[config.mk]
export PLATFORM = sky130hd
export DESIGN_NAME = channel_pulse_signal_extract_unit
export DESIGN_NICKNAME = d
export VERILOG_FILES = /design/src/rtl/core/cpse_pkg.sv /design/src/rtl/core/cpse_front.sv /design/src/rtl/core/cpse_fifo.sv /design/src/rtl/core/cpse_back.sv /design/src/rtl/core/channel_pulse_signal_extract_unit.sv
export SDC_FILE = /design/constraint.sdc
export NUM_CORES = 2
export LEC_CHECK = 0
export BUFFER_PORTS_ARGS = -buffer_cell sky130_fd_sc_hd__buf_2
export CAP_MARGIN = 30
export CORE_UTILIZATION = 55
export CTS_BUF_LIST = sky130_fd_sc_hd__clkbuf_4 sky130_fd_sc_hd__clkbuf_8
export CTS_CLUSTER_DIAMETER = 150
export DETAILED_ROUTE_END_ITERATION = 16
export PLACE_DENSITY_LB_ADDON = 0.08
export SLEW_MARGIN = 10
export SYNTH_ARGS = -nofsm -noshare
export SYNTH_HDL_FRONTEND = slang
export SYNTH_HIERARCHICAL = 1
export SYNTH_SLANG_ARGS = --single-unit
[constraint.sdc]
create_clock -name clock -period 6.65 [get_ports clock]
set_input_delay 0.665 -clock clock [delete_from_list [all_inputs] [get_ports clock]]
set_output_delay 0.665 -clock clock [all_outputs]
set_load 0.005 [all_outputs]
[src/rtl/core/cpse_pkg.sv]
// Shared types and constants for the channel pulse signal extraction unit.
package cpse_pkg;

   localparam int SAMPLES_PER_PULSE_DEF = 20;
   localparam int FIFO_DEPTH_DEF        = 4;
   localparam int PEDESTAL_SAMPLES      = 3;
   localparam int KEEP_MAX              = 4;

   localparam int ADC_W   = 10;
   localparam int TOT_W   = 16;
   localparam int GAIN_W  = 16;
   localparam int PED_W   = 12;
   localparam int VAL_W   = 13;
   localparam int SUM_W   = 15;
   localparam int PROD_W  = SUM_W + GAIN_W + 1;
   localparam int TRUNC_W = 23;
   localparam int RECIP_W = 22;
   localparam int QPROD_W = TRUNC_W + RECIP_W;
   localparam int QUO_W   = QPROD_W - 23;
   localparam int SIG_W   = 23;
   localparam int TOPC_W  = 3;
   localparam int CSR_DATA_W = 16;

   // Division by the pedestal sample count is folded into a multiply by ceil(2^23/3).
   localparam logic [RECIP_W-1:0] RECIP_THIRD = 22'd2796203;
   localparam int RECIP_SHIFT = 23;
   // Half of 3*256, added to the magnitude for round-half-away-from-zero.
   localparam logic [PROD_W-1:0] ROUND_BIAS = 32'd384;
   localparam int SCALE_SHIFT = 8;

   localparam logic [TOPC_W-1:0] TOP_COUNT_RESET     = 3'd4;
   localparam logic [TOPC_W-1:0] TOP_COUNT_MAX       = 3'd4;
   localparam logic [TOT_W-1:0]  TOT_THRESHOLD_RESET = 16'd50;

   typedef logic signed [VAL_W-1:0] val_type;
   localparam val_type VAL_RESET = 13'sh1000;

   localparam logic signed [SIG_W:0] SIG_MAX = 24'sh3FFFFF;
   localparam logic signed [SIG_W:0] SIG_MIN = -24'sh400000;

   typedef enum logic {
      CSR_TOP_COUNT     = 1'b0,
      CSR_TOT_THRESHOLD = 1'b1
   } csr_index_type;

   // Summary of one finished pulse, handed from the front end to the back end.
   typedef struct packed {
      val_type [KEEP_MAX-1:0] largest;
      logic [GAIN_W-1:0]      gain;
      logic [TOT_W-1:0]       first_tot;
      logic                   tot_seen;
      logic                   over_seen;
   } pulse_sum_type;

endpackage

[src/rtl/core/cpse_front.sv]
// Front end: frames samples into pulses and keeps pedestal, top values and ToT flags.
module cpse_front #(
   parameter int SAMPLES_PER_PULSE = cpse_pkg::SAMPLES_PER_PULSE_DEF
) (
   input  logic                        clock,
   input  logic                        reset,
   input  logic                        in_valid,
   output logic                        in_ready,
   input  logic [cpse_pkg::ADC_W-1:0]  adc_sample,
   input  logic [cpse_pkg::TOT_W-1:0]  tot_sample,
   input  logic [cpse_pkg::GAIN_W-1:0] gain,
   input  logic [cpse_pkg::TOT_W-1:0]  tot_threshold,
   input  logic                        fifo_full,
   output logic                        push,
   output cpse_pkg::pulse_sum_type     push_data
);
   import cpse_pkg::*;

   localparam int IDX_W = $clog2(SAMPLES_PER_PULSE);
   localparam logic [IDX_W-1:0] LAST_IDX = IDX_W'(SAMPLES_PER_PULSE - 1);
   localparam logic [IDX_W-1:0] PED_END  = IDX_W'(PEDESTAL_SAMPLES);

   logic [IDX_W-1:0] idx_ff, idx_in;
   logic [PED_W-1:0] ped_ff, ped_in;
   val_type          lv_ff [KEEP_MAX];
   val_type          lv_in [KEEP_MAX];
   logic [TOT_W-1:0] first_tot_ff, first_tot_in;
   logic             tot_seen_ff, tot_seen_in;
   logic             over_ff, over_in;

   logic             accept;
   logic             in_pedestal;
   logic             last;
   logic [PED_W-1:0] adc3;
   val_type          v;
   logic [KEEP_MAX-1:0] gt;

   assign in_ready    = !fifo_full;
   assign accept      = in_valid && in_ready;
   assign in_pedestal = idx_ff < PED_END;
   assign last        = idx_ff == LAST_IDX;

   // Three times the sample minus the pedestal sum never leaves 13 signed bits.
   assign adc3 = PED_W'({adc_sample, 1'b0}) + PED_W'(adc_sample);
   assign v    = VAL_W'($signed({1'b0, adc3}) - $signed({1'b0, ped_ff}));

   always_comb begin
      tot_seen_in  = tot_seen_ff || (tot_sample != '0);
      first_tot_in = (tot_sample != '0 && !tot_seen_ff) ? tot_sample : first_tot_ff;
      over_in      = over_ff || (tot_sample > tot_threshold);
      ped_in       = in_pedestal ? ped_ff + PED_W'(adc_sample) : ped_ff;

      // The list is sorted descending, so the compare results form a thermometer code.
      for (int i = 0; i < KEEP_MAX; i++) begin
         gt[i] = v > lv_ff[i];
      end
      lv_in[0] = (gt[0] && !in_pedestal) ? v : lv_ff[0];
      for (int i = 1; i < KEEP_MAX; i++) begin
         if (in_pedestal || !gt[i]) begin
            lv_in[i] = lv_ff[i];
         end else if (gt[i-1]) begin
            lv_in[i] = lv_ff[i-1];
         end else begin
            lv_in[i] = v;
         end
      end

      idx_in = last ? '0 : idx_ff + 1'b1;
   end

   always_comb begin
      push = accept && last;
      for (int i = 0; i < KEEP_MAX; i++) begin
         push_data.largest[i] = lv_in[i];
      end
      push_data.gain      = gain;
      push_data.first_tot = first_tot_in;
      push_data.tot_seen  = tot_seen_in;
      push_data.over_seen = over_in;
   end

   always_ff @(posedge clock) begin
      if (reset) begin
         idx_ff       <= '0;
         ped_ff       <= '0;
         first_tot_ff <= '0;
         tot_seen_ff  <= 1'b0;
         over_ff      <= 1'b0;
         for (int i = 0; i < KEEP_MAX; i++) begin
            lv_ff[i] <= VAL_RESET;
         end
      end else if (accept) begin
         idx_ff <= idx_in;
         if (last) begin
            ped_ff       <= '0;
            first_tot_ff <= '0;
            tot_seen_ff  <= 1'b0;
            over_ff      <= 1'b0;
            for (int i = 0; i < KEEP_MAX; i++) begin
               lv_ff[i] <= VAL_RESET;
            end
         end else begin
            ped_ff       <= ped_in;
            first_tot_ff <= first_tot_in;
            tot_seen_ff  <= tot_seen_in;
            over_ff      <= over_in;
            for (int i = 0; i < KEEP_MAX; i++) begin
               lv_ff[i] <= lv_in[i];
            end
         end
      end
   end

endmodule

[src/rtl/core/cpse_fifo.sv]
// Small queue of pulse summaries between the front end and the back end.
module cpse_fifo #(
   parameter int DEPTH = cpse_pkg::FIFO_DEPTH_DEF
) (
   input  logic                    clock,
   input  logic                    reset,
   input  logic                    push,
   input  cpse_pkg::pulse_sum_type push_data,
   output logic                    full,
   input  logic                    pop,
   output cpse_pkg::pulse_sum_type pop_data,
   output logic                    empty
);
   import cpse_pkg::*;

   localparam int PTR_W = (DEPTH > 1) ? $clog2(DEPTH) : 1;
   localparam int CNT_W = $clog2(DEPTH + 1);
   localparam logic [PTR_W-1:0] LAST_PTR = PTR_W'(DEPTH - 1);
   localparam logic [CNT_W-1:0] FULL_CNT = CNT_W'(DEPTH);

   pulse_sum_type    mem_ff [DEPTH];
   logic [PTR_W-1:0] wr_ptr_ff, wr_ptr_in;
   logic [PTR_W-1:0] rd_ptr_ff, rd_ptr_in;
   logic [CNT_W-1:0] count_ff, count_in;
   logic             do_push, do_pop;

   assign full     = count_ff == FULL_CNT;
   assign empty    = count_ff == '0;
   assign do_push  = push && !full;
   assign do_pop   = pop && !empty;
   assign pop_data = mem_ff[rd_ptr_ff];

   always_comb begin
      wr_ptr_in = wr_ptr_ff;
      rd_ptr_in = rd_ptr_ff;
      count_in  = count_ff;
      if (do_push) begin
         wr_ptr_in = (wr_ptr_ff == LAST_PTR) ? '0 : wr_ptr_ff + 1'b1;
      end
      if (do_pop) begin
         rd_ptr_in = (rd_ptr_ff == LAST_PTR) ? '0 : rd_ptr_ff + 1'b1;
      end
      if (do_push && !do_pop) begin
         count_in = count_ff + 1'b1;
      end else if (do_pop && !do_push) begin
         count_in = count_ff - 1'b1;
      end
   end

   always_ff @(posedge clock) begin
      if (reset) begin
         wr_ptr_ff <= '0;
         rd_ptr_ff <= '0;
         count_ff  <= '0;
      end else begin
         wr_ptr_ff <= wr_ptr_in;
         rd_ptr_ff <= rd_ptr_in;
         count_ff  <= count_in;
      end
   end

   always_ff @(posedge clock) begin
      if (do_push) begin
         mem_ff[wr_ptr_ff] <= push_data;
      end
   end

endmodule

[src/rtl/core/cpse_back.sv]
// Back end: sums kept values, applies gain, divides by 3, rounds (or uses ToT*16), saturates.
module cpse_back (
   input  logic                        clock,
   input  logic                        reset,
   input  logic [cpse_pkg::TOPC_W-1:0] top_count,
   input  logic                        fifo_empty,
   output logic                        pop,
   input  cpse_pkg::pulse_sum_type     pop_data,
   output logic                        out_valid,
   input  logic                        out_ready,
   output logic [cpse_pkg::SIG_W-1:0]  signal,
   output logic                        tot_used,
   output logic                        tot_over_threshold
);
   import cpse_pkg::*;

   logic adv;

   // Stage 1: sum of the selected values.
   logic                     s1_valid_ff;
   logic signed [SUM_W-1:0]  s1_sum_ff, s1_sum_in;
   logic [GAIN_W-1:0]        s1_gain_ff;
   logic [TOT_W-1:0]         s1_tot_ff;
   logic                     s1_tot_used_ff, s1_over_ff;

   // Stage 2: gain product.
   logic                     s2_valid_ff;
   logic signed [PROD_W-1:0] s2_prod_ff;
   logic [TOT_W-1:0]         s2_tot_ff;
   logic                     s2_tot_used_ff, s2_over_ff;

   // Stage 3: rounded magnitude scaled down by 256.
   logic                     s3_valid_ff;
   logic [TRUNC_W-1:0]       s3_trunc_ff, s3_trunc_in;
   logic                     s3_neg_ff;
   logic [TOT_W-1:0]         s3_tot_ff;
   logic                     s3_tot_used_ff, s3_over_ff;

   // Stage 4: reciprocal product for the divide by three.
   logic                     s4_valid_ff;
   logic [QPROD_W-1:0]       s4_qprod_ff;
   logic                     s4_neg_ff;
   logic [TOT_W-1:0]         s4_tot_ff;
   logic                     s4_tot_used_ff, s4_over_ff;

   // Stage 5: output register.
   logic                     out_valid_ff;
   logic [SIG_W-1:0]         signal_ff, signal_in;
   logic                     tot_used_ff, over_ff;

   logic [TOPC_W-1:0]        n_sel;
   logic [PROD_W-1:0]        mag;
   logic [QUO_W-1:0]         quo;
   logic signed [SIG_W:0]    wide;

   assign adv = !out_valid_ff || out_ready;
   assign pop = adv && !fifo_empty;

   always_comb begin
      if (top_count == '0) begin
         n_sel = TOPC_W'(1);
      end else if (top_count > TOP_COUNT_MAX) begin
         n_sel = TOP_COUNT_MAX;
      end else begin
         n_sel = top_count;
      end
      s1_sum_in = '0;
      for (int i = 0; i < KEEP_MAX; i++) begin
         if (n_sel > TOPC_W'(i)) begin
            s1_sum_in = s1_sum_in + SUM_W'($signed(pop_data.largest[i]));
         end
      end
   end

   always_comb begin
      mag         = s2_prod_ff[PROD_W-1] ? PROD_W'(-s2_prod_ff) : PROD_W'(s2_prod_ff);
      s3_trunc_in = TRUNC_W'((mag + ROUND_BIAS) >> SCALE_SHIFT);
   end

   always_comb begin
      quo = QUO_W'(s4_qprod_ff >> RECIP_SHIFT);
      if (s4_tot_used_ff) begin
         wide = $signed({1'b0, (SIG_W)'({s4_tot_ff, 4'b0000})});
      end else if (s4_neg_ff) begin
         wide = -$signed({1'b0, (SIG_W)'(quo)});
      end else begin
         wide = $signed({1'b0, (SIG_W)'(quo)});
      end
      if (wide > SIG_MAX) begin
         signal_in = SIG_W'(SIG_MAX);
      end else if (wide < SIG_MIN) begin
         signal_in = SIG_W'(SIG_MIN);
      end else begin
         signal_in = SIG_W'(wide);
      end
   end

   always_ff @(posedge clock) begin
      if (reset) begin
         s1_valid_ff  <= 1'b0;
         s2_valid_ff  <= 1'b0;
         s3_valid_ff  <= 1'b0;
         s4_valid_ff  <= 1'b0;
         out_valid_ff <= 1'b0;
      end else if (adv) begin
         s1_valid_ff  <= !fifo_empty;
         s2_valid_ff  <= s1_valid_ff;
         s3_valid_ff  <= s2_valid_ff;
         s4_valid_ff  <= s3_valid_ff;
         out_valid_ff <= s4_valid_ff;
      end
   end

   always_ff @(posedge clock) begin
      if (adv) begin
         s1_sum_ff      <= s1_sum_in;
         s1_gain_ff     <= pop_data.gain;
         s1_tot_ff      <= pop_data.first_tot;
         s1_tot_used_ff <= pop_data.tot_seen;
         s1_over_ff     <= pop_data.over_seen;

         s2_prod_ff     <= s1_sum_ff * $signed({1'b0, s1_gain_ff});
         s2_tot_ff      <= s1_tot_ff;
         s2_tot_used_ff <= s1_tot_used_ff;
         s2_over_ff     <= s1_over_ff;

         s3_trunc_ff    <= s3_trunc_in;
         s3_neg_ff      <= s2_prod_ff[PROD_W-1];
         s3_tot_ff      <= s2_tot_ff;
         s3_tot_used_ff <= s2_tot_used_ff;
         s3_over_ff     <= s2_over_ff;

         s4_qprod_ff    <= QPROD_W'(s3_trunc_ff) * QPROD_W'(RECIP_THIRD);
         s4_neg_ff      <= s3_neg_ff;
         s4_tot_ff      <= s3_tot_ff;
         s4_tot_used_ff <= s3_tot_used_ff;
         s4_over_ff     <= s3_over_ff;

         signal_ff      <= signal_in;
         tot_used_ff    <= s4_tot_used_ff;
         over_ff        <= s4_over_ff;
      end
   end

   assign out_valid          = out_valid_ff;
   assign signal             = signal_ff;
   assign tot_used           = tot_used_ff;
   assign tot_over_threshold = over_ff;

endmodule

[src/rtl/core/channel_pulse_signal_extract_unit.sv]
// Channel pulse signal extraction unit: top level with configuration registers.
//
// The req_ channel carries one ADC/ToT sample pair per transaction. A free counter
// frames every SAMPLES_PER_PULSE transactions as one pulse; the first three ADC
// samples form the pedestal, and the largest pedestal-subtracted values of the
// rest are kept. The gain field is used only with the last sample of a pulse.
// The rsp_ channel returns one transaction per pulse: the signal in signed Q18.4,
// with the ToT-used flag on rsp_tuser.
// Throughput is one sample per cycle while the pulse queue is not full. The result
// of a pulse is queued when the last sample is accepted and then passes through the
// five registered back-end stages (sum, gain multiply, round, reciprocal multiply,
// output register) to rsp_tvalid. When rsp_tready is low with a result waiting,
// the back end holds its stages and pulse summaries collect in a FIFO_DEPTH-entry
// queue; req_tready drops only once that queue is full.
// Reset clears the sample counter and all pulse state, and sets top_count to 4
// and tot_threshold to 50. csr_ready is always high; writes take effect at once.
module channel_pulse_signal_extract_unit #(
   parameter int SAMPLES_PER_PULSE = cpse_pkg::SAMPLES_PER_PULSE_DEF,
   parameter int FIFO_DEPTH        = cpse_pkg::FIFO_DEPTH_DEF
) (
   input  logic        clock,
   input  logic        reset,
   input  logic        req_tvalid,
   output logic        req_tready,
   input  logic [47:0] req_tdata,   // adc_sample[9:0], tot_sample[25:10], gain[41:26], zero pad
   output logic        rsp_tvalid,
   input  logic        rsp_tready,
   output logic [23:0] rsp_tdata,   // signal[22:0], tot_over_threshold[23]
   output logic        rsp_tuser,   // tot_used
   input  logic        csr_valid,
   output logic        csr_ready,
   input  cpse_pkg::csr_index_type           csr_index,
   input  logic [cpse_pkg::CSR_DATA_W-1:0]   csr_data
);
   import cpse_pkg::*;

   logic [TOPC_W-1:0] top_count_ff;
   logic [TOT_W-1:0]  tot_threshold_ff;

   logic          push, pop, fifo_full, fifo_empty;
   pulse_sum_type push_data, pop_data;
   logic [SIG_W-1:0] signal;
   logic          tot_used, tot_over;

   assign csr_ready = 1'b1;

   always_ff @(posedge clock) begin
      if (reset) begin
         top_count_ff     <= TOP_COUNT_RESET;
         tot_threshold_ff <= TOT_THRESHOLD_RESET;
      end else if (csr_valid && csr_ready) begin
         case (csr_index)
            CSR_TOP_COUNT:     top_count_ff     <= csr_data[TOPC_W-1:0];
            CSR_TOT_THRESHOLD: tot_threshold_ff <= csr_data[TOT_W-1:0];
            default: ;
         endcase
      end
   end

   cpse_front #(
      .SAMPLES_PER_PULSE(SAMPLES_PER_PULSE)
   ) u_front (
      .clock         (clock),
      .reset         (reset),
      .in_valid      (req_tvalid),
      .in_ready      (req_tready),
      .adc_sample    (req_tdata[9:0]),
      .tot_sample    (req_tdata[25:10]),
      .gain          (req_tdata[41:26]),
      .tot_threshold (tot_threshold_ff),
      .fifo_full     (fifo_full),
      .push          (push),
      .push_data     (push_data)
   );

   cpse_fifo #(
      .DEPTH(FIFO_DEPTH)
   ) u_fifo (
      .clock     (clock),
      .reset     (reset),
      .push      (push),
      .push_data (push_data),
      .full      (fifo_full),
      .pop       (pop),
      .pop_data  (pop_data),
      .empty     (fifo_empty)
   );

   cpse_back u_back (
      .clock              (clock),
      .reset              (reset),
      .top_count          (top_count_ff),
      .fifo_empty         (fifo_empty),
      .pop                (pop),
      .pop_data           (pop_data),
      .out_valid          (rsp_tvalid),
      .out_ready          (rsp_tready),
      .signal             (signal),
      .tot_used           (tot_used),
      .tot_over_threshold (tot_over)
   );

   assign rsp_tdata = {tot_over, signal};
   assign rsp_tuser = tot_used;

endmodule

== Word level (Yosys, flattened, before mapping) ==
Memory sizes are Yosys's and may differ from the RTL's. A register that Yosys moved wholly into a read port is not among the register bits.
Index checks and enable logic that the tools add are counted.

* Add/sub/neg operators: 14
* Reductions and logical operators: 33
* Equal/unequal tests: 4
* Shifts and indexed selects: 0
* Bitwise gates (word level): 9
* $mul: 2
* Order comparisons: 13
* Div/mod/pow operators: 0
* Mux-type cells: 50

{| class="wikitable"
|+ Operator list
! kind !! count
|-
| 13-bit 2-to-1 mux || 15
|-
| 15-bit 2-to-1 mux || 4
|-
| 13-bit greater-than comparator || 4
|-
| 24-bit 2-to-1 mux || 2
|-
| 15-bit by 13-bit adder with 15-bit output || 3
|-
| 23-bit by 22-bit multiplier with 45-bit output, second input constant || 1
|-
| 15-bit by 17-bit multiplier with 32-bit output || 1
|-
| 16-bit 2-to-1 mux || 2
|-
| 31-bit by 9-bit adder with 31-bit output, second input constant || 1
|-
| 31-bit 2-to-1 mux || 1
|-
| 31-bit negator || 1
|-
| 24-bit by 23-bit greater-than comparator with 1-bit output, second input constant || 1
|-
| 24-bit by 23-bit < comparator with 1-bit output, second input constant || 1
|-
| 12-bit 2-to-1 mux || 2
|-
| 22-bit negator with 24-bit output || 1
|-
| 23-bit 2-to-1 mux || 1
|-
| 16-bit greater-than comparator || 1
|-
| 16-bit nonzero test || 1
|-
| 1-bit 2-to-1 mux || 14
|-
| 12-bit by 12-bit subtractor with 13-bit output || 1
|-
| 11-bit by 10-bit adder with 12-bit output || 1
|-
| 12-bit by 10-bit adder with 12-bit output || 1
|-
| 3-bit 2-to-1 mux || 4
|-
| 1-bit zero test || 10
|-
| other kinds (20) || 51
|}

* RAM bits: 396
* Memories kept: 2
* Bits in registers: 296
* Bits of input ports: 70
* Latch bits: 0
* Output and inout port bits: 28
* ROM bits: 0
* Word-level logic and storage cells: 164

{| class="wikitable"
|+ Memory list
! memory !! depth !! width !! rd ports !! clocked after Yosys merged registers in !! write ports !! RTL line !! text
|-
| u_fifo.mem_ff || 4 || 86 || 1 || 1 || 1 || cpse_fifo.sv:21 || <nowiki>pulse_sum_type mem_ff [DEPTH];</nowiki>
|-
| u_front.lv_ff || 4 || 13 || 4 || 0 || 4 || cpse_front.sv:25 || <nowiki>val_type lv_ff [KEEP_MAX];</nowiki>
|}

== Depth between registers and ports, before layout ==
* Depth after elaboration: 11
* Gate-level depth with buffers: 28
* Depth with buffers taken out: 25

== Hierarchy ==
Netlist, hierarchy kept.

{| class="wikitable"
|+ Modules (own cells, without submodules)
! module !! area an instance (µm²) !! cells each !! times used !! seq. area each (µm²)
|-
| cpse_back || 27568.9 || 2685 || 1 || 6316.1
|-
| cpse_fifo || 12913.6 || 500 || 1 || 10510.1
|-
| cpse_front || 7790.0 || 858 || 1 || 2132.0
|-
| channel_pulse_signal_extract_unit || 844.6 || 85 || 1 || 380.4
|}

== Least setup slack after synthesis ==
OpenSTA, ideal clock, no wires.

* Path kind: register to register
* Start point: reg u_back.s3_trunc_ff[1]
* End point: reg u_back.s4_qprod_ff[43] (data pin)
* Buffers on the path: 0
* Path slack: 0.177 ns
* Setup time: 0.272 ns
* Required time: 6.378 ns
* Arrival: 6.201 ns
* Cell stages (with the launch flop): 18
* Clock period less this slack: 6.473 ns
* Cell sequence: edfxtp_1 ha_1 inv_1 fa_1 fa_1 inv_1 fa_1 fa_1 fa_1 fa_1 ha_1 a21o_1 a21o_1 a21oi_1 a31oi_1 a311o_1 and4_1 or4_1

* Longest elaborated chain between the ends: 1

{| class="wikitable"
|+ RTL lines
! element !! RTL line !! text
|-
| start, declared || cpse_back.sv:34 || <nowiki>logic [TRUNC_W-1:0] s3_trunc_ff, s3_trunc_in;</nowiki>
|-
| start signal, assigned || cpse_back.sv:127 || <nowiki>s3_trunc_ff <= s3_trunc_in;</nowiki>
|-
| 23-bit by 22-bit multiplier with 45-bit output || cpse_back.sv:133 || <nowiki>s4_qprod_ff <= QPROD_W'(s3_trunc_ff) * QPROD_W'(RECIP_THIRD);</nowiki>
|-
| end signal, assigned || cpse_back.sv:133 ||
|-
| end, declared || cpse_back.sv:41 || <nowiki>logic [QPROD_W-1:0] s4_qprod_ff;</nowiki>
|}

Every way passes these cells.
A chain may end at the register's enable or synchronous reset.

== Final worst setup path ==
* Start point: reg u_back.s3_trunc_ff[19]
* End point: reg u_back.s4_qprod_ff[43] (data pin)

The elaborated chain is that of the path after synthesis.

==> impl_metrics.json <==
{
  "status": "finished, final reports clean",
  "area_growth_pct": 11.7,
  "hold_path_class": "primary input to flop",
  "max-clock-path-buffers": 3,
  "clock-sinks": 671,
  "syn_area_mm2": 0.0491,
  "die_area_mm2": 0.0905,
  "placed_cell_area_mm2": 0.0517,
  "drive_gt1_share_pct": 17.3,
  "slew-limit-headroom_pct": 37.0,
  "synth-seq-cells": 671,
  "setup-violations-final": 0,
  "synth_seq_area_share_pct": 39.4,
  "ant_nets": 0,
  "rows": 109,
  "io_buffers": 90,
  "hold_violations": 0,
  "cts.reportedPaths.clkPinSlew_ns": 0.06,
  "gr-total-overflow": 0,
  "layout.nets": 5332,
  "htree_num_levels": 3,
  "critPathRequiredTime_ns": 7.14,
  "maxCapViolations": 0,
  "vias_per_cell": 5.57,
  "fillers": 7192,
  "ys_warn_count": 6,
  "grtUsageTotal_pct": 25.0,
  "tightest_slew_ns": 0.945,
  "syn_avg_cell_area_um2": 11.9,
  "fin_area_mm2": 0.0549,
  "syn_inst": 4128,
  "dp_hpwl_um": 84900,
  "critical_path.startpoint": "u_back/s3_trunc_ff[19]",
  "fmax_ghz": 0.153,
  "clk_latency_ns": 0.79,
  "cts_tree": "done",
  "grt_busiest_layer": "met2",
  "fin_crit_sh_pct": 98.6,
  "cts_root_buf": "clkbuf_8",
  "synth_area_leaders": "edfxtp_1 36%, fa_1 16%, ha_1 12%",
  "wl_per_cell_um": 19.5,
  "drtPass1Iterations": 5,
  "start_util_pct": 55.6,
  "arrival_ns": 7.05,
  "r2r-end": "u_back/s4_qprod_ff[43]",
  "grt_pass1_vias": 32100,
  "met3_usage_pct": 3.15,
  "gp_congestion": 0.900,
  "synth_edf_count": 590,
  "drc": 0,
  "syn_nets": 5048,
  "slew_viol_final": 0,
  "grt_start_max_net_pins": 135,
  "min_path_cells": 1,
  "r2r_cells": 18,
  "grt_use_met2_pct": 41.6,
  "cts-buffers-inserted": 111,
  "synth_ff_type": "edfxtp_1",
  "ys_async_sr_fraction_pct": 0,
  "antenna_found_initial": 4,
  "die_h_um": 301,
  "period_minus_slack_ns": 6.56,
  "endpoint": "u_back/s4_qprod_ff[43]",
  "die_w_um": 301,
  "vias": 31600,
  "crit_path_start_kind": "flop",
  "grt_pass1_wl_um": 176000,
  "synth.distinct_cells": 114,
  "coreArea_mm2": 0.0884,
  "met1_usage_pct": 34.9,
  "drtIter0Drc": 1934,
  "io_pins": 98,
  "wl_um": 110000,
  "rrSetupSlack_ns": 0.09,
  "critical_path_class": "flop to flop",
  "path_max_fanout": 4,
  "yosysTopAreaCell": "edfxtp_1",
  "cp-end-kind": "flop",
  "rsz0062_at_grt": "true",
  "synth_top_area_share_pct": 36.1,
  "r2r-start": "u_back/s3_trunc_ff[19]",
  "clock_skew_ns": 0.0679
}
[cell families (layout without fill, tap and decap cells)]
logic type | count (synthesis) | in the layout | share of synthesized area [%]
other | 1 | 3 | 0.00763
flip-flops | 671 | 671 | 39.4
XOR/XNOR | 139 | 139 | 2.49
AND/OR/NAND/NOR | 912 | 912 | 9.35
AO/OA/AOI/OAI | 625 | 625 | 8.93
adder cells (fa/ha/maj) | 854 | 854 | 27.6
buffers and inverters | 750 | 1124 | 6.28
multiplexers | 176 | 176 | 5.99
[layer usage]
layer  wire length (um)  vias to the layer above  share of wire, %
li1                   -                    15000                 -
met1              50000                    15800                45
met2              53800                      556                49
met3               4160                      155               3.8
met4               2370                        2               2.1
met5                 13                        -             0.012
[registers in the layout (all words and copies together), names as in the netlist, 15 cells and up, named ones only]
name                  flops
u_back/s1_sum_ff         15
u_back/s1_tot_ff         16
tot_threshold_ff         16
u_back/s1_gain_ff        16
u_back/s2_tot_ff         16
u_fifo/mem_ff           344
u_back/s2_prod_ff        32
u_back/s4_qprod_ff       22
u_front/lv_ff            52
u_back/s3_tot_ff         16
u_back/s4_tot_ff         16
u_front/first_tot_ff     16
u_back/signal            23
u_back/s3_trunc_ff       23
[cell type report]
class / instances / area, um2 / area share, %
Clock inverter: 58 / 592 / 1.08
Timing Repair Buffer: 330 / 2390 / 4.35
Tap cell: 1165 / 1460 / 2.66
Inverter: 591 / 2230 / 4.06
Multi-Input combinational cell: 2707 / 27000 / 49.3
Antenna cell: 2 / 5.00 / 0.00912
Clock buffer: 145 / 1810 / 3.31
Sequential cell: 671 / 19300 / 35.3
[how the worst min path moves through the flow]
stage / start / endpoint
floorplan: u_back/s1_over_ff / u_back/s2_over_ff
global placement: u_back/s2_over_ff / u_back/s3_over_ff
detailed placement: u_back/s2_tot_ff[14] / u_back/s3_tot_ff[14]
CTS: req_tdata[40] / u_fifo/mem_ff[3][32]
global route: req_tdata[40] / u_fifo/mem_ff[3][32]
finish: req_tdata[40] / u_fifo/mem_ff[2][32]
[worst max-delay path, cell delays in order, from the launching register on]
cell      delay, ns
edfxtp_1       0.50
buf_4          0.18
ha_1           0.30
inv_1          0.08
fa_1           0.44
fa_1           0.55
inv_1          0.06
fa_1           0.46
fa_2           0.60
fa_1           0.47
fa_1           0.54
ha_4           0.21
a21o_1         0.16
a21o_1         0.22
a21oi_2        0.26
a31oi_4        0.13
a311o_1        0.43
and4_1         0.20
or4_1          0.50
[Yosys cell counts (29+ instances only)]
master and count:
nor2_1 166, o21ai_0 101, a21o_1 65, a211oi_1 39, xor2_1 56, clkbuf_1 97, mux2_2 44, nor3_1 48
nand3_1 62, fa_1 382, xnor2_1 82, edfxtp_1 590, nand2_1 302, nand4_1 35, mux4_2 86, mux2i_1 36
nand2b_1 35, inv_1 590, dfxtp_1 81, a21oi_1 157, ha_1 468, a22o_1 29, and2_1 124
[timing repair]
| action | CTS | global route |
|---|---|---|
| gates cloned | 0 | 0 |
| resized for setup | 1 | 45 |
| hold buffers | 0 | 0 |
| pin swaps | 1 | 41 |
| endpoints found under the hold margin | 0 | 0 |
| setup buffers | 0 | 42 |
| setup endpoints to repair | 1 | 23 |
[cells in the final DEF, fill, tap and decap left out, types with 47 or more instances in the layout]
master	count
xnor2_1	81
ha_1	450
xor2_1	56
mux4_2	86
clkbuf_8	116
nand3_1	62
buf_2	91
buf_4	229
edfxtp_1	590
o21ai_0	98
nor2_1	166
nand2_1	302
inv_1	586
a21oi_1	153
and2_1	124
a21o_1	65
nor3_1	47
dfxtp_1	79
fa_1	380
[through the flow]
stage,setup slack [ns],hold WS [ns],utilization (%),instances,TNS (ns)
3_3_place_gp,-0.0329,0.400,58.5,5417,-0.0329
4_1_cts,0.0288,0.0479,61.3,5623,0
3_5_place_dp,-0.0445,0.405,58.5,5420,-0.0445
2_1_floorplan,0.177,0.400,-,4128,0
5_1_grt,-0.0895,0.0778,62.1,5669,-0.0997
6_report,0.0933,0.120,62.1,5669,0
Power is not shown: default switching activity piles up to over one toggle a cycle in this logic, so the estimate is an artifact.
